**config.mk**
```make
export PLATFORM = sky130hd
export DESIGN_NAME = five_bit_text_packer
export DESIGN_NICKNAME = d
export VERILOG_FILES = /design/src/rtl/fbtp_pkg.sv /design/src/rtl/five_bit_text_packer.sv /design/src/rtl/fbtp_front.sv /design/src/rtl/fbtp_queue.sv /design/src/rtl/fbtp_back.sv
export SDC_FILE = /design/constraint.sdc
export NUM_CORES = 1
export LEC_CHECK = 0
export BUFFER_PORTS_ARGS = -buffer_cell sky130_fd_sc_hd__clkbuf_2
export CAP_MARGIN = 10
export CORE_UTILIZATION = 40
export CTS_CLUSTER_SIZE = 24
export DETAILED_ROUTE_END_ITERATION = 8
export MAX_ROUTING_LAYER = met4
export PLACE_DENSITY_LB_ADDON = 0.1
export SLEW_MARGIN = 20
export SYNTH_ARGS = -nofsm -noshare
export SYNTH_HDL_FRONTEND = slang
export SYNTH_SLANG_ARGS = --single-unit
```
**constraint.sdc**
```tcl
create_clock -name clk -period 2.3 [get_ports clk]
set_input_delay 0.46 -clock clk [delete_from_list [all_inputs] [get_ports clk]]
set_output_delay 0.46 -clock clk [all_outputs]
set_load 0.005 [all_outputs]
```
**src/rtl/fbtp_pkg.sv**
```systemverilog
package fbtp_pkg;

  // Classified work handed from the front end to the packer.
  typedef enum logic [1:0] {
    OP_CODES = 2'd0,
    OP_ERROR = 2'd1,
    OP_PAD   = 2'd2
  } op_kind_t;

  typedef struct packed {
    op_kind_t    kind;
    logic        two;   // second code present
    logic [4:0]  c0;
    logic [4:0]  c1;
    logic [7:0]  bad;   // offending byte for OP_ERROR
  } op_t;

  // Result kinds on the output channel
  localparam logic KIND_WORD  = 1'b0;
  localparam logic KIND_ERROR = 1'b1;

  // Fill states of the open word: empty, one code held, two codes held
  localparam logic [1:0] FILL_EMPTY = 2'd2;
  localparam logic [1:0] FILL_ONE   = 2'd1;
  localparam logic [1:0] FILL_TWO   = 2'd0;

  localparam logic [7:0] LOWER_BIAS = 8'd91;
  localparam logic [7:0] UPPER_BIAS = 8'd59;
  localparam logic [7:0] DIGIT_BIAS = 8'd32;

endpackage

```
**src/rtl/five_bit_text_packer.sv**
```systemverilog
// Five-bit text packer.
// Input channel (in_valid / in_stall, cmd, ch): one request per character
// byte, or cmd high to close the open word, padding it with zero codes.
// Output channel (out_valid / out_stall, kind, packed_word, bad_char): one
// request per finished word of three 5-bit codes in bits 15..1, or an error
// request (kind high) naming the byte that followed an illegal accent prefix.
// Accent prefixes and characters that only part-fill a word give no result.
// Throughput: one input request per clock while the queue has room; each
// request yields at most one result, so while the receiver does not stall
// the packer drains the queue as fast as the front fills it. With the queue
// empty and the output free, an accepted request is first written into the
// queue, then moved through the packer into the output register, where its
// result is presented.
// When the receiver stalls, the output register holds its request; the
// packer stops, the queue fills, and in_stall rises once the queue (QUEUE_DEPTH
// entries) is full. Reset empties the queue and output register, clears any
// pending accent and leaves the open word empty.
module five_bit_text_packer #(
  parameter int QUEUE_DEPTH = 2
) (
  input  logic        clk,
  input  logic        rst,
  input  logic        in_valid,
  output logic        in_stall,
  input  logic        cmd,
  input  logic [7:0]  ch,
  output logic        out_valid,
  input  logic        out_stall,
  output logic        kind,
  output logic [15:0] packed_word,
  output logic [7:0]  bad_char
);

  logic          accept;
  logic          push;
  fbtp_pkg::op_t push_op;
  logic          q_full;
  logic          q_valid;
  fbtp_pkg::op_t q_op;
  logic          pop;

  // Take a request whenever the queue has room
  assign in_stall = q_full;
  assign accept   = in_valid && !in_stall;

  // Front: track accent prefixes and turn each byte into codes
  fbtp_front u_front (
    .clk    (clk),
    .rst    (rst),
    .accept (accept),
    .cmd    (cmd),
    .ch     (ch),
    .push   (push),
    .op     (push_op)
  );

  // Queue: decouple classification from packing
  fbtp_queue #(
    .DEPTH (QUEUE_DEPTH)
  ) u_queue (
    .clk     (clk),
    .rst     (rst),
    .push    (push && accept),
    .push_op (push_op),
    .full    (q_full),
    .pop     (pop),
    .q_valid (q_valid),
    .q_op    (q_op)
  );

  // Back: place codes into the open word and present results
  fbtp_back u_back (
    .clk         (clk),
    .rst         (rst),
    .q_valid     (q_valid),
    .q_op        (q_op),
    .pop         (pop),
    .out_valid   (out_valid),
    .out_stall   (out_stall),
    .kind        (kind),
    .packed_word (packed_word),
    .bad_char    (bad_char)
  );

endmodule

```
**src/rtl/fbtp_front.sv**
```systemverilog
module fbtp_front (
  input  logic             clk,
  input  logic             rst,
  input  logic             accept,
  input  logic             cmd,
  input  logic [7:0]       ch,
  output logic             push,
  output fbtp_pkg::op_t    op
);

  typedef enum logic [1:0] {
    ACC_NONE  = 2'd0,
    ACC_CIRC  = 2'd1,
    ACC_TILDE = 2'd2
  } acc_t;

  localparam logic [7:0] CH_NEWLINE = 8'h0A;
  localparam logic [7:0] CH_SPACE   = 8'h20;
  localparam logic [7:0] CH_AT      = 8'h40;
  localparam logic [7:0] CH_LBRACE  = 8'h7B;
  localparam logic [7:0] CH_RBRACE  = 8'h7D;
  localparam logic [7:0] CH_CARET   = 8'h5E;
  localparam logic [7:0] CH_TILDE   = 8'h7E;
  localparam logic [7:0] CH_LA      = 8'h61;
  localparam logic [7:0] CH_LE      = 8'h65;
  localparam logic [7:0] CH_LI      = 8'h69;
  localparam logic [7:0] CH_LO      = 8'h6F;
  localparam logic [7:0] CH_LU      = 8'h75;
  localparam logic [7:0] CH_LZ      = 8'h7A;
  localparam logic [7:0] CH_UA      = 8'h41;
  localparam logic [7:0] CH_UZ      = 8'h5A;
  localparam logic [7:0] CH_D0      = 8'h30;
  localparam logic [7:0] CH_D9      = 8'h39;

  // Punctuation table: {hit, code}
  function automatic logic [5:0] punct(input logic [7:0] c);
    logic [5:0] r;
    unique case (c)
      8'h21:   r = {1'b1, 5'd1};
      8'h22:   r = {1'b1, 5'd2};
      8'h7C:   r = {1'b1, 5'd4};
      8'h25:   r = {1'b1, 5'd5};
      8'h26:   r = {1'b1, 5'd6};
      8'h27:   r = {1'b1, 5'd7};
      8'h28:   r = {1'b1, 5'd8};
      8'h29:   r = {1'b1, 5'd9};
      8'h2B:   r = {1'b1, 5'd11};
      8'h2C:   r = {1'b1, 5'd12};
      8'h2D:   r = {1'b1, 5'd13};
      8'h2E:   r = {1'b1, 5'd14};
      8'h5C:   r = {1'b1, 5'd15};
      8'h3A:   r = {1'b1, 5'd26};
      8'h3B:   r = {1'b1, 5'd27};
      8'h3C:   r = {1'b1, 5'd28};
      8'h3D:   r = {1'b1, 5'd29};
      8'h5B:   r = {1'b1, 5'd30};
      8'h3F:   r = {1'b1, 5'd31};
      default: r = 6'd0;
    endcase
    return r;
  endfunction

  acc_t       pending, pending_next;
  logic [7:0] lower_diff, upper_diff, digit_diff;
  logic [5:0] pc;

  assign lower_diff = ch - fbtp_pkg::LOWER_BIAS;
  assign upper_diff = ch - fbtp_pkg::UPPER_BIAS;
  assign digit_diff = ch - fbtp_pkg::DIGIT_BIAS;
  assign pc         = punct(ch);

  always_comb begin
    pending_next = pending;
    push         = 1'b0;
    op.kind      = fbtp_pkg::OP_CODES;
    op.two       = 1'b0;
    op.c0        = 5'd0;
    op.c1        = 5'd0;
    op.bad       = ch;
    if (cmd) begin
      pending_next = ACC_NONE;
      push         = 1'b1;
      op.kind      = fbtp_pkg::OP_PAD;
    end else if (pending != ACC_NONE) begin
      pending_next = ACC_NONE;
      push         = 1'b1;
      op.two       = 1'b1;
      op.kind      = fbtp_pkg::OP_ERROR;
      if (pending == ACC_CIRC) begin
        priority if (ch == CH_LA) begin
          op.kind = fbtp_pkg::OP_CODES; op.c0 = 5'd0; op.c1 = 5'd3;
        end else if (ch == CH_LE) begin
          op.kind = fbtp_pkg::OP_CODES; op.c0 = 5'd1; op.c1 = 5'd0;
        end else if (ch == CH_LI) begin
          op.kind = fbtp_pkg::OP_CODES; op.c0 = 5'd1; op.c1 = 5'd2;
        end else if (ch == CH_LO) begin
          op.kind = fbtp_pkg::OP_CODES; op.c0 = 5'd0; op.c1 = 5'd10;
        end else if (ch == CH_LU) begin
          op.kind = fbtp_pkg::OP_CODES; op.c0 = 5'd1; op.c1 = 5'd4;
        end else begin
          op.kind = fbtp_pkg::OP_ERROR;
        end
      end else begin
        priority if (ch == CH_LE) begin
          op.kind = fbtp_pkg::OP_CODES; op.c0 = 5'd1; op.c1 = 5'd1;
        end else if (ch == CH_LI) begin
          op.kind = fbtp_pkg::OP_CODES; op.c0 = 5'd1; op.c1 = 5'd3;
        end else if (ch == CH_LU) begin
          op.kind = fbtp_pkg::OP_CODES; op.c0 = 5'd1; op.c1 = 5'd5;
        end else begin
          op.kind = fbtp_pkg::OP_ERROR;
        end
      end
    end else if (ch == CH_CARET) begin
      pending_next = ACC_CIRC;
    end else if (ch == CH_TILDE) begin
      pending_next = ACC_TILDE;
    end else begin
      push = 1'b1;
      priority if (ch >= CH_LA && ch <= CH_LZ) begin
        op.c0 = lower_diff[4:0];
      end else if (ch == CH_SPACE) begin
        op.c0 = 5'd2;
      end else if (ch == CH_AT) begin
        op.c0 = 5'd3;
      end else if (ch == CH_LBRACE) begin
        op.c0 = 5'd4;
      end else if (ch == CH_RBRACE) begin
        op.c0 = 5'd5;
      end else if (ch == CH_NEWLINE) begin
        op.two = 1'b1;
      end else if (ch >= CH_UA && ch <= CH_UZ) begin
        op.two = 1'b1; op.c0 = 5'd1; op.c1 = upper_diff[4:0];
      end else if (ch >= CH_D0 && ch <= CH_D9) begin
        op.two = 1'b1; op.c1 = digit_diff[4:0];
      end else if (pc[5]) begin
        op.two = 1'b1; op.c1 = pc[4:0];
      end else begin
        // unmatched byte: shift 0 alone
        op.two = 1'b0;
      end
    end
  end

  always_ff @(posedge clk) begin
    if (rst) begin
      pending <= ACC_NONE;
    end else if (accept) begin
      pending <= pending_next;
    end
  end

endmodule

```
**src/rtl/fbtp_queue.sv**
```systemverilog
module fbtp_queue #(
  parameter int DEPTH = 2
) (
  input  logic             clk,
  input  logic             rst,
  input  logic             push,
  input  fbtp_pkg::op_t    push_op,
  output logic             full,
  input  logic             pop,
  output logic             q_valid,
  output fbtp_pkg::op_t    q_op
);

  localparam int PTR_W = $clog2(DEPTH);
  localparam int CNT_W = $clog2(DEPTH + 1);

  fbtp_pkg::op_t     slots [DEPTH];
  logic [PTR_W-1:0]  wr_ptr, rd_ptr;
  logic [CNT_W-1:0]  count;
  logic              do_push, do_pop;

  assign full    = (count == CNT_W'(DEPTH));
  assign q_valid = (count != '0);
  assign q_op    = slots[rd_ptr];
  assign do_push = push && !full;
  assign do_pop  = pop && q_valid;

  always_ff @(posedge clk) begin
    if (do_push) begin
      slots[wr_ptr] <= push_op;
    end
  end

  always_ff @(posedge clk) begin
    if (rst) begin
      wr_ptr <= '0;
      rd_ptr <= '0;
      count  <= '0;
    end else begin
      if (do_push) begin
        wr_ptr <= (wr_ptr == PTR_W'(DEPTH - 1)) ? '0 : wr_ptr + 1'b1;
      end
      if (do_pop) begin
        rd_ptr <= (rd_ptr == PTR_W'(DEPTH - 1)) ? '0 : rd_ptr + 1'b1;
      end
      unique case ({do_push, do_pop})
        2'b10:   count <= count + 1'b1;
        2'b01:   count <= count - 1'b1;
        default: count <= count;
      endcase
    end
  end

  a_count_bound: assert property (@(posedge clk) disable iff (rst)
    count <= CNT_W'(DEPTH))
    else $error("queue count beyond depth");
  a_count_up: assert property (@(posedge clk) disable iff (rst)
    do_push && !do_pop |=> count == $past(count) + 1'b1)
    else $error("queue count missed a push");
  a_ptr_gap: assert property (@(posedge clk) disable iff (rst)
    (count == '0) |-> (wr_ptr == rd_ptr))
    else $error("empty queue with unequal pointers");

endmodule

```
**src/rtl/fbtp_back.sv**
```systemverilog
module fbtp_back (
  input  logic             clk,
  input  logic             rst,
  input  logic             q_valid,
  input  fbtp_pkg::op_t    q_op,
  output logic             pop,
  output logic             out_valid,
  input  logic             out_stall,
  output logic             kind,
  output logic [15:0]      packed_word,
  output logic [7:0]       bad_char
);

  logic [1:0]  fill, fill_next;
  logic [9:0]  partial, partial_next;
  logic        emit;
  logic        emit_kind;
  logic [15:0] emit_word;

  assign pop = q_valid && (!out_valid || !out_stall);

  always_comb begin
    fill_next    = fill;
    partial_next = partial;
    emit         = 1'b0;
    emit_kind    = fbtp_pkg::KIND_WORD;
    emit_word    = 16'd0;
    unique case (q_op.kind)
      fbtp_pkg::OP_ERROR: begin
        emit      = 1'b1;
        emit_kind = fbtp_pkg::KIND_ERROR;
      end
      fbtp_pkg::OP_PAD: begin
        fill_next    = fbtp_pkg::FILL_EMPTY;
        partial_next = 10'd0;
        emit         = (fill != fbtp_pkg::FILL_EMPTY);
        emit_word    = {partial, 6'd0};
      end
      fbtp_pkg::OP_CODES: begin
        unique case (fill)
          fbtp_pkg::FILL_EMPTY: begin
            partial_next = {q_op.c0, q_op.two ? q_op.c1 : 5'd0};
            fill_next    = q_op.two ? fbtp_pkg::FILL_TWO : fbtp_pkg::FILL_ONE;
          end
          fbtp_pkg::FILL_ONE: begin
            if (q_op.two) begin
              emit         = 1'b1;
              emit_word    = {partial[9:5], q_op.c0, q_op.c1, 1'b0};
              partial_next = 10'd0;
              fill_next    = fbtp_pkg::FILL_EMPTY;
            end else begin
              partial_next = {partial[9:5], q_op.c0};
              fill_next    = fbtp_pkg::FILL_TWO;
            end
          end
          fbtp_pkg::FILL_TWO: begin
            emit         = 1'b1;
            emit_word    = {partial, q_op.c0, 1'b0};
            partial_next = q_op.two ? {q_op.c1, 5'd0} : 10'd0;
            fill_next    = q_op.two ? fbtp_pkg::FILL_ONE : fbtp_pkg::FILL_EMPTY;
          end
          default: begin
            fill_next = fbtp_pkg::FILL_EMPTY;
          end
        endcase
      end
      default: begin
        emit = 1'b0;
      end
    endcase
  end

  always_ff @(posedge clk) begin
    if (rst) begin
      out_valid <= 1'b0;
      fill      <= fbtp_pkg::FILL_EMPTY;
      partial   <= 10'd0;
    end else begin
      if (pop && emit) begin
        out_valid <= 1'b1;
      end else if (out_valid && !out_stall) begin
        out_valid <= 1'b0;
      end
      if (pop) begin
        fill    <= fill_next;
        partial <= partial_next;
      end
    end
  end

  always_ff @(posedge clk) begin
    if (pop && emit) begin
      kind        <= emit_kind;
      packed_word <= emit_word;
      bad_char    <= (emit_kind == fbtp_pkg::KIND_ERROR) ? q_op.bad : 8'd0;
    end
  end

  a_err_zero_word: assert property (@(posedge clk) disable iff (rst)
    out_valid && kind == fbtp_pkg::KIND_ERROR |-> packed_word == 16'd0)
    else $error("error result carries a word");
  a_word_shape: assert property (@(posedge clk) disable iff (rst)
    out_valid && kind == fbtp_pkg::KIND_WORD |-> !packed_word[0] && bad_char == 8'd0)
    else $error("packed word malformed");
  a_fill_legal: assert property (@(posedge clk) disable iff (rst)
    fill != 2'd3)
    else $error("fill position out of range");
  a_no_pop_stalled: assert property (@(posedge clk) disable iff (rst)
    out_valid && out_stall |-> !pop)
    else $error("packer advanced into a held result");

endmodule

```
==> reports/metrics.yaml, run 1 <==
postRouteAntennaNets: 0
worst_slack_ns: 0.139
met3_usage_pct: 3.83
dpl_cell_area_mm2: 0.00534
drive_gt1_share_pct: 24.1
finalHoldViolCount: 0
drt_first_pass_iters: 6
grt_max_degree: 25
worstSkewPairLatency_ns: 0.33
ys_seq_area_share_pct: 51.9
synth.top_cell.area_share_pct: 43.1
syn_nets: 467
end_kind: "flop"
fin_crit_sh_pct: 94.0
wl_per_cell_um: 16.4
cp_slowest_cell: "a221oi_1"
vias: 3715
ys_dominant_reg_cell: "edfxtp_1"
start_util_pct: 41.7
crit_path_start_kind: "primary input"
rows: 38
yosys_warnings: 0
crit_required_ns: 2.42
async_flop_share_pct: 0
cts_resized: 0
drtIter0Drc: 172
cts_tree: "built"
grt_pass1_vias: 3522
p_switching_uw: 1440
grt_usage_pct: 20.5
final-seq-area_mm2: 0.00238
clock-sinks: 86
place_ws_ns: -0.208
slew_headroom_pct: 63.0
numPortBuffers: 38
htreeDepth: 3
gp_congestion: 0.901
dpl.hpwl_um: 8100
core_area_mm2: 0.0110
cp_cell_sequence: "clkbuf_2 > inv_1 > ha_1 > nor4b_2 > o32ai_1 > buf_4 > nor3_2 > nand4_1 > a221oi_1"
syn_area_per_cell_um2: 10.3
ys_top_cells_by_area: "edfxtp_1, dfxtp_1, nor2_1"
routed_wl_um: 11000
maxCapViolCount: 0
ir_drop_v: 0.000457
internal_power_uw: 3480
area_growth_pct: 22.8
fillCellCount: 1014
routed_via_density: 5.53
hp-class: "primary input to flop"
skew_ns: 0.00755
die_w_um: 109
synthesis.area_mm2: 0.00459
path_clk_slew_ns: 0.06
post-cts-setup-buffers: 0
cpLargestDelayFamily: "simple AND/OR/NAND/NOR gates"
seqPwrFrac_pct: 42.2
ys_ff_latch: 86
final_area_mm2: 0.00564
multi_input_area_mm2: 0.00200
finalSetupTns_ns: 0
antenna_cells: 0
max_freq_ghz: 0.463
synth_cells: 448
synth_edf_count: 66
arrival_ns: 2.28
timing.critical_path.buf_inv: 3
rsz0062_at_grt: "no"
num-nets-final: 546
use_met1_pct: 26.5
die_y_um: 109
grt.busiest_layer: "met2"
grt-ovfl-total: 0
worstPathMaxFanout: 4
drc: 0
tightest_slew_ns: 0.553
outcome: "complete, no violations"
ios: 40
leakage_uw: 0.00213
hold_buffers: 0
max_stage_delay_ns: 0.38
timing.final.crit_period_ns: 2.16
p_per_area_mw_per_mm2: 872
netSwitchingFraction_pct: 29.2
clkPwrFrac_pct: 29.8
clk_path_buf_depth: 2
met2_usage_pct: 31.9
yosysTopAreaCell: "edfxtp_1"
grt_first_pass_wirelength_um: 17900
die_area_mm2: 0.0119
antenna_found_initial: 0
crit_type: "primary input to flop"
ys_types: 67
numCtsBuffers: 9
setup_viol: 0
slew_viol_final: 0
p_comb_share_pct: 28.0
cts-root-buf: "clkbuf_16"
## power groups by stage
stage	combinational [µW]	sequential, µW	clock [µW]
final	1380	2080	1460
after global routing	1530	2110	1570
after CTS	1380	2080	1500
after detailed placement	1380	2110	0
after global placement	1370	2100	0
after floorplan	888	2090	0
## path summary, 6_finish.rpt
| kind | start | to | slack, ns | cells after the start |
|---|---|---|---|---|
| max reg2reg | flop | u_back.partial[0] | 0.32 | 6 |
| max | ch[1] | u_queue.slots[0][11] | 0.14 | 9 |
| min | out_stall | u_back.out_valid | 0.38 | 3 |
| min reg2reg | u_back.partial[8] | u_back.partial[8] | 0.45 | 2 |
## state kept, by name, summed over array words and instances, names as in the netlist, named ones only
name                count
u_back.bad_char         8
u_back.fill             2
u_back.kind             1
u_back.out_valid        1
u_back.packed_word     15
u_back.partial         10
u_front.pending         2
u_queue.count           2
u_queue.rd_ptr          1
u_queue.slots          42
u_queue.wr_ptr          1
## Yosys cell counts, types with 3 or more instances
| cell | number |
|---|---|
| edfxtp_1 | 66 |
| nor2_1 | 51 |
| a21oi_1 | 30 |
| nand2_1 | 30 |
| o21ai_0 | 23 |
| dfxtp_1 | 20 |
| nor3_1 | 20 |
| inv_1 | 19 |
| mux2i_1 | 18 |
| clkbuf_1 | 15 |
| a22oi_1 | 10 |
| buf_2 | 9 |
| mux2_2 | 8 |
| nand3_1 | 8 |
| nand2b_1 | 7 |
| o21bai_1 | 7 |
| or3_1 | 7 |
| a2bb2oi_1 | 6 |
| ha_1 | 6 |
| a21o_1 | 5 |
| a31oi_1 | 5 |
| and2_1 | 5 |
| nand3b_1 | 5 |
| xnor2_1 | 5 |
| o22ai_1 | 4 |
| nand4_1 | 3 |
| nor4_1 | 3 |
| o211ai_1 | 3 |
| o311a_1 | 3 |
## layout make-up
type	count	share of cell area (%)
multi-input combinational	313	35.4
sequential	86	42.2
clock inverter	3	0.732
clock buffer	13	4.64
inverter	20	1.33
tap	140	3.10
timing repair buffer	97	12.6
## through the flow
| step | hold WS (ns) | power [µW] | cells | util, % |
|---|---|---|---|---|
| global route | 0.387 | 5210 | 672 | 51.1 |
| global placement | 0.442 | 3470 | 656 | 48.4 |
| floorplan | 0.432 | 2970 | 448 | - |
| finish | 0.381 | 4920 | 672 | 51.1 |
| CTS | 0.367 | 4960 | 672 | 51.1 |
| detailed placement | 0.447 | 3490 | 656 | 48.4 |
## cell usage in the layout (no fill, tap or decap), drive strengths merged, types with 3 or more instances in the layout
cell type	instances
o21bai	7
nor4	3
o211ai	3
nor3	21
edfxtp	66
clkbuf	51
dfxtp	20
or3b	3
nand3b	5
nor3b	3
and2	5
a211o	3
nand3	8
mux2i	18
nand2b	7
xnor2	5
a31oi	5
inv	21
nand2	30
o22ai	4
a211oi	3
mux2	8
nand4	3
o311a	3
buf	59
nor2	51
a22oi	10
a2bb2oi	7
ha	6
or3	7
a21o	5
o21ai	23
a21oi	30
## logic make-up (layout without fill, tap and decap cells)
group	after synthesis	in the layout	share of synthesized area, %
buffers and inverters	49	133	4.66
other	1	1	0.0816
adders and majority gates	6	6	1.63
xor gates and xnor gates	6	6	1.14
AOI/OAI and AO/OA	116	116	17.3
and+or+nand+nor	158	158	17.4
muxes	26	26	5.88
DFF	86	86	51.9
## worst reg2reg max path, cell delays in order (launching register included)
cell,delay [ns]
dfxtp_1,0.51
buf_4,0.27
mux2_2,0.40
nor3b_2,0.36
a22oi_1,0.13
a2bb2oi_1,0.17
nor2_1,0.08
## layer usage
layer  share of wire, %  vias to the layer above
li1                   -                     1819
met1                 47                     1762
met2                 46                      114
met3                4.5                       20
met4                2.3                        0
met5                  0                        -
Note: power is estimated with default switching activity, not from simulation.
==> inputs of run 2 (changes only) <==
Settings changed: CORE_MARGIN from default to 3.
==> reports/metrics.yaml, run 2 (synthesis gave the netlist of run 1 again) <==
hp-class: "primary input to flop"
cts-root-buf: "clkbuf_16"
place_ws_ns: -0.185  # +0.0232 ns
outcome: "complete, no violations"
grt_max_degree: 25  # unchanged
final-seq-area_mm2: 0.00238  # unchanged
clock-sinks: 86  # unchanged
cts_tree: "built"
core_area_mm2: 0.0110  # unchanged
worstSkewPairLatency_ns: 0.33  # about the same
cpLargestDelayFamily: "simple AND/OR/NAND/NOR gates"
numCtsBuffers: 9  # unchanged
ios: 40  # unchanged
area_growth_pct: 23.0
worstPathMaxFanout: 6  # +2
cp_slowest_cell: "a221oi_1"
p_comb_share_pct: 28.9  # +0.9 points
ir_drop_v: 0.000499  # +9.2%
die_y_um: 113  # +3.7%
post-place-cells: 666  # +1.5%
grt_pass1_vias: 3657  # +3.8%
drtIter0Drc: 203  # +18%
numPortBuffers: 38  # unchanged
arrival_ns: 2.22  # -0.06 ns
routed_wl_um: 11100  # +0.51%
crit_type: "primary input to flop"
gp_congestion: 0.893  # -0.90%
start_util_pct: 41.7  # unchanged
slew_viol_final: 0  # unchanged
multi_input_area_mm2: 0.00201  # +0.44%
finalNonFillerCells: 682  # +1.5%
rsz0062_at_grt: "no"
finalHoldViolCount: 0  # unchanged
end_kind: "flop"
htreeDepth: 3  # unchanged
postRouteAntennaNets: 0  # unchanged
cp_cell_sequence: "clkbuf_2 > inv_1 > ha_1 > nor4b_2 > o32ai_1 > buf_4 > nor3_4 > nand4_1 > a221oi_1"
final_cell_mix: "buf_4, edfxtp_1, nor2_1"
antenna_found_initial: 0  # unchanged
grt_first_pass_wirelength_um: 18200  # +1.8%
path_clk_slew_ns: 0.06  # about the same
fillCellCount: 1020  # +0.59%
post-cts-setup-buffers: 0  # unchanged
regMostFlops: "u_queue.slots"
crit_required_ns: 2.41  # about the same
seqPwrFrac_pct: 43.9  # +1.7 points
clk_path_buf_depth: 2  # unchanged
die_w_um: 113  # +3.7%
die_area_mm2: 0.0128  # +7.5%
timing.critical_path.buf_inv: 3  # unchanged
fin_crit_sh_pct: 91.9  # -2.1 points
num-nets-final: 556  # +1.8%
top_regs: "u_queue.slots x42, u_back.packed_word x15, u_back.partial x10"
crit_path_start_kind: "primary input"
drc: 0  # unchanged
dpl.hpwl_um: 8290  # +2.3%
vias: 3708  # -0.19%
slew_headroom_pct: 62.0  # -1.0 points
grt-ovfl-total: 0  # unchanged
maxCapViolCount: 0  # unchanged
routed_via_density: 5.44  # -1.7%
worst_slack_ns: 0.186  # +0.0472 ns
max_stage_delay_ns: 0.38  # about the same
max_freq_ghz: 0.473  # +2.2%
wl_per_cell_um: 16.2  # -0.97%
rows: 38  # unchanged
grt_usage_pct: 18.3  # -2.2 points
leakage_uw: 0.00215  # +0.60%
drive_gt1_share_pct: 25.6  # +1.6 points
netSwitchingFraction_pct: 30.4  # +1.2 points
skew_ns: 0.00674  # -0.000801 ns
clkPwrFrac_pct: 27.1  # -2.7 points
p_per_area_mw_per_mm2: 838  # -3.9%
largest_register_ffs: 42  # unchanged
tightest_slew_ns: 0.569  # +0.0151 ns
drt_first_pass_iters: 4  # -2
internal_power_uw: 3290  # -5.4%
antenna_cells: 0  # unchanged
setup_viol: 0  # unchanged
timing.final.crit_period_ns: 2.11  # -0.0472 ns
p_switching_uw: 1440  # +0.19%
==> run 2: changes by cell type in the layout (fill, tap and decap cells not counted), sizes merged <==
cell and delta:
buf +10, bufinv -1, clkbuf -4, clkinv +3, clkinvlp +2
==> run 2: tightest hold or removal path: stages <==
cell and delay [ns]:
clkbuf_2 0.10, nand2_1 0.06, a21oi_1 0.05
==> run 2: cell type report <==
class	instances	area share [%]
sequential	86	42.2
multi-input combinational	313	35.5
timing repair buffer	107	13.2
clock buffer	9	3.99
tap	140	3.10
inverter	20	1.33
clock inverter	7	0.709
==> run 2: final timing paths <==
| path | to | start | depth (start not counted) | slack [ns] |
|---|---|---|---|---|
| hold reg to reg | u_back.partial[8] | u_back.partial[8] | 2 | 0.45 |
| setup reg to reg | u_back.bad_char[4] | flop | 6 | 0.31 |
| setup / recovery | u_queue.slots[1][11] | ch[0] | 9 | 0.19 |
| hold / removal | u_back.out_valid | out_stall | 3 | 0.38 |
==> run 2: power groups by stage <==
stage	sequential, µW	clock (µW)	combinational [µW]
3_3_place_gp	2110	0	1370
4_1_cts	2080	1320	1380
5_1_grt	2110	1380	1520
6_report	2080	1280	1370
3_5_place_dp	2120	0	1380
2_1_floorplan	2090	0	888
==> run 2: what timing repair did <==
| action | in CTS | in global routing |
|---|---|---|
| setup endpoints to repair | 0 | 2 |
| hold buffers | 0 | 0 |
| gates resized for setup | 0 | 2 |
==> run 2: routing by layer <==
layer	vias up	GRT usage [%]	wire length, µm
li1	1837	-	-
met1	1756	23.6	5220
met2	90	28.6	5120
met3	25	2.78	423
met4	0	7.85	299
met5	-	-	0
==> run 2: stage by stage <==
step	util [%]	cell area (µm²)	setup TNS, ns	hold WS (ns)	power (µW)
after CTS	51.1	5640	0	0.375	4780
after global placement	48.7	5380	-0.927	0.443	3480
after global routing	51.2	5650	0	0.397	5020
final	51.2	5650	0	0.384	4730
after detailed placement	48.7	5380	-1.42	0.443	3490
after floorplan	-	4590	-7.12	0.432	2970
==> inputs of run 3 (changes only) <==
Settings changed: ABC_AREA from default to 1.
==> reports/metrics.yaml, run 3 <==
max_freq_ghz: 0.490  # +3.6%
ios: 40  # unchanged
maxCapViolCount: 0  # unchanged
antenna_cells: 0  # unchanged
ys_dominant_reg_cell: "edfxtp_1"
outcome: "complete, no violations"
grt_max_degree: 25  # unchanged
cts_tree: "built"
synth_edf_count: 66  # unchanged
ys_seq_area_share_pct: 51.2  # -0.63 points
rr_worst_depth: 8  # +2
slew_headroom_pct: 65.6  # +3.5 points
multi_input_area_mm2: 0.00192  # -4.2%
end_kind: "flop"
ys_types: 39  # -42%
yosysMostFrequentCell: "nand2_1"
dpl.hpwl_um: 8960  # +8.1%
wl_per_cell_um: 15.4  # -5.1%
num-nets-final: 640  # +15%
rows: 38  # unchanged
layout_commonest_cell: "nand2_1"
grt_usage_pct: 19.7  # +1.5 points
core_area_mm2: 0.0111  # +0.43%
hold_start: "ch[0]"
regToRegEndpoint: "u_back.kind"
crit_type: "primary input to flop"
synth_cells: 563  # +26%
cts_resized: 0  # unchanged
syn_area_per_cell_um2: 8.26  # -19%
place_ws_ns: -0.0436  # +0.141 ns
ys_top_cells_by_area: "edfxtp_1, nand2_1, dfxtp_1"
tightest_slew_ns: 0.511  # -0.0572 ns
die_w_um: 114  # +0.58%
area_growth_pct: 15.6
ys_ff_latch: 86  # unchanged
setup_viol: 0  # unchanged
fillCellCount: 1068  # +4.7%
postRouteAntennaNets: 0  # unchanged
hold_depth: 1  # -2
numCtsBuffers: 9  # unchanged
syn_nets: 582  # +25%
grt-ovfl-total: 0  # unchanged
post-cts-setup-buffers: 0  # unchanged
yosys_warnings: 0  # unchanged
crit_path_start_kind: "primary input"
drive_gt1_share_pct: 19.2  # -6.5 points
worstSkewPairLatency_ns: 0.34  # about the same
skew_ns: 0.00954  # +0.00279 ns
ff2ff_setup_slack_ns: 0.34  # +0.03 ns
numPortBuffers: 38  # unchanged
slew_viol_final: 0  # unchanged
clock-sinks: 86  # unchanged
clk_path_buf_depth: 2  # unchanged
routed_via_density: 5.12  # -5.9%
p_per_area_mw_per_mm2: 948  # +13%
top_regs: "u_queue.slots x42, u_back.packed_word x15, u_back.partial x10"
grt_pass1_vias: 3758  # +2.8%
synthesis.area_mm2: 0.00465  # +1.2%
timing.final.crit_period_ns: 2.04  # -0.0735 ns
yosysTopAreaCell: "edfxtp_1"
hold_ws_ns: 0.385  # +0.00117 ns
final-seq-area_mm2: 0.00238  # unchanged
ys_top_cells_by_count: "nand2_1, nor2_1, edfxtp_1, inv_1"
path_clk_slew_ns: 0.06  # about the same
finalHoldViolCount: 0  # unchanged
largest_register_ffs: 42  # unchanged
ir_drop_v: 0.000392  # -22%
async_flop_share_pct: 0  # unchanged
drc: 0  # unchanged
die_y_um: 114  # +0.58%
die_area_mm2: 0.0130  # +1.2%
start_util_pct: 42.0  # +0.33 points
routed_wl_um: 11800  # +6.6%
rsz0062_at_grt: "no"
fin_crit_sh_pct: 88.7  # -3.2 points
antenna_found_initial: 0  # unchanged
regMostFlops: "u_queue.slots"
hold_buffers: 0  # unchanged
arrival_ns: 2.11  # -0.11 ns
drtIter0Drc: 224  # +10%
leakage_uw: 0.00224  # +4.4%
fin_util_pct: 48.5  # -2.7 points
cts-root-buf: "clkbuf_16"
gp_congestion: 0.926  # +3.7%
final_cell_mix: "nand2_1, nor2_1, edfxtp_1"
worstPathMaxFanout: 11  # +5
worst_slack_ns: 0.260  # +0.0735 ns
hold_end: "u_queue.slots[0][0]"
hp-class: "primary input to flop"
vias: 3921  # +5.7%
drt_first_pass_iters: 4  # unchanged
synth.top_cell.area_share_pct: 42.6  # -0.52 points
crit_required_ns: 2.37  # -0.04 ns
htreeDepth: 3  # unchanged
grt_first_pass_wirelength_um: 19400  # +6.7%
==> run 3: how the worst max path moves through the flow <==
| stage | endpoint | cells after the start | start | slack [ns] |
|---|---|---|---|---|
| 2_1_floorplan | u_queue.slots[0][0] | 9 | ch[0] | -0.19 |
| 3_3_place_gp | u_queue.slots[0][13] | 12 | ch[1] | -0.04 |
| 3_5_place_dp | u_queue.slots[0][13] | 12 | ch[1] | -0.04 |
| 4_1_cts | u_queue.slots[0][9] | 10 | ch[1] | 0.32 |
| 5_1_grt | u_queue.slots[1][10] | 10 | ch[1] | 0.06 |
| 6_report | u_queue.slots[0][9] | 10 | ch[1] | 0.26 |
==> run 3: final cells by class <==
cell class	instances	area share, %
multi-input combinational	397	35.8
inverter	67	4.73
clock inverter	6	0.838
sequential	86	44.3
clock buffer	10	4.26
timing repair buffer	60	6.84
tap	140	3.26
==> run 3: kinds of logic (layout without fill, tap and decap cells) <==
logic type | count (synthesis) | count (layout) | synth area share, %
AO/OA/AOI/OAI | 100 | 100 | 11.8
XOR/XNOR | 1 | 1 | 0.188
adder cells (fa/ha/maj) | 6 | 6 | 1.61
buffers and inverters | 80 | 143 | 7.45
flip-flops | 86 | 86 | 51.2
other | 1 | 1 | 0.0806
AND/OR/NAND/NOR | 289 | 289 | 27.6
==> run 3: stage by stage <==
stage               total power, µW  cells  cell area [µm²]  setup TNS (ns)
finish                         5090    766             5380               0
global route                   5460    766             5380               0
CTS                            5150    766             5380               0
detailed placement             3810    750             5100          -0.147
global placement               3790    750             5100          -0.113
floorplan                      3240    563             4650           -8.10
==> run 3: power by group <==
group	switching [µW]	internal [µW]	leakage, µW	total [µW]
sequential	119	2000	0.000788	2120
combinational	1130	502	0.00131	1640
clock	593	741	0.000138	1330
==> run 3: worst max-delay path, stage by stage <==
cell and delay, ns:
clkbuf_2 0.13, inv_1 0.15, ha_1 0.34, inv_1 0.11, nand4_1 0.10, nand3_1 0.29, o21ai_0 0.27, nor2_1 0.07
nand2_1 0.08, nand2_1 0.09
==> run 3: metal layers <==
layer | wire [µm] | track usage [%] | part of all wire [%] | up-vias
li1 | - | - | - | 1975
met1 | 5300 | 24.6 | 45 | 1812
met2 | 5640 | 31.7 | 48 | 105
met3 | 513 | 3.87 | 4.3 | 29
met4 | 342 | 8.08 | 2.9 | 0
met5 | 0 | - | 0 | -
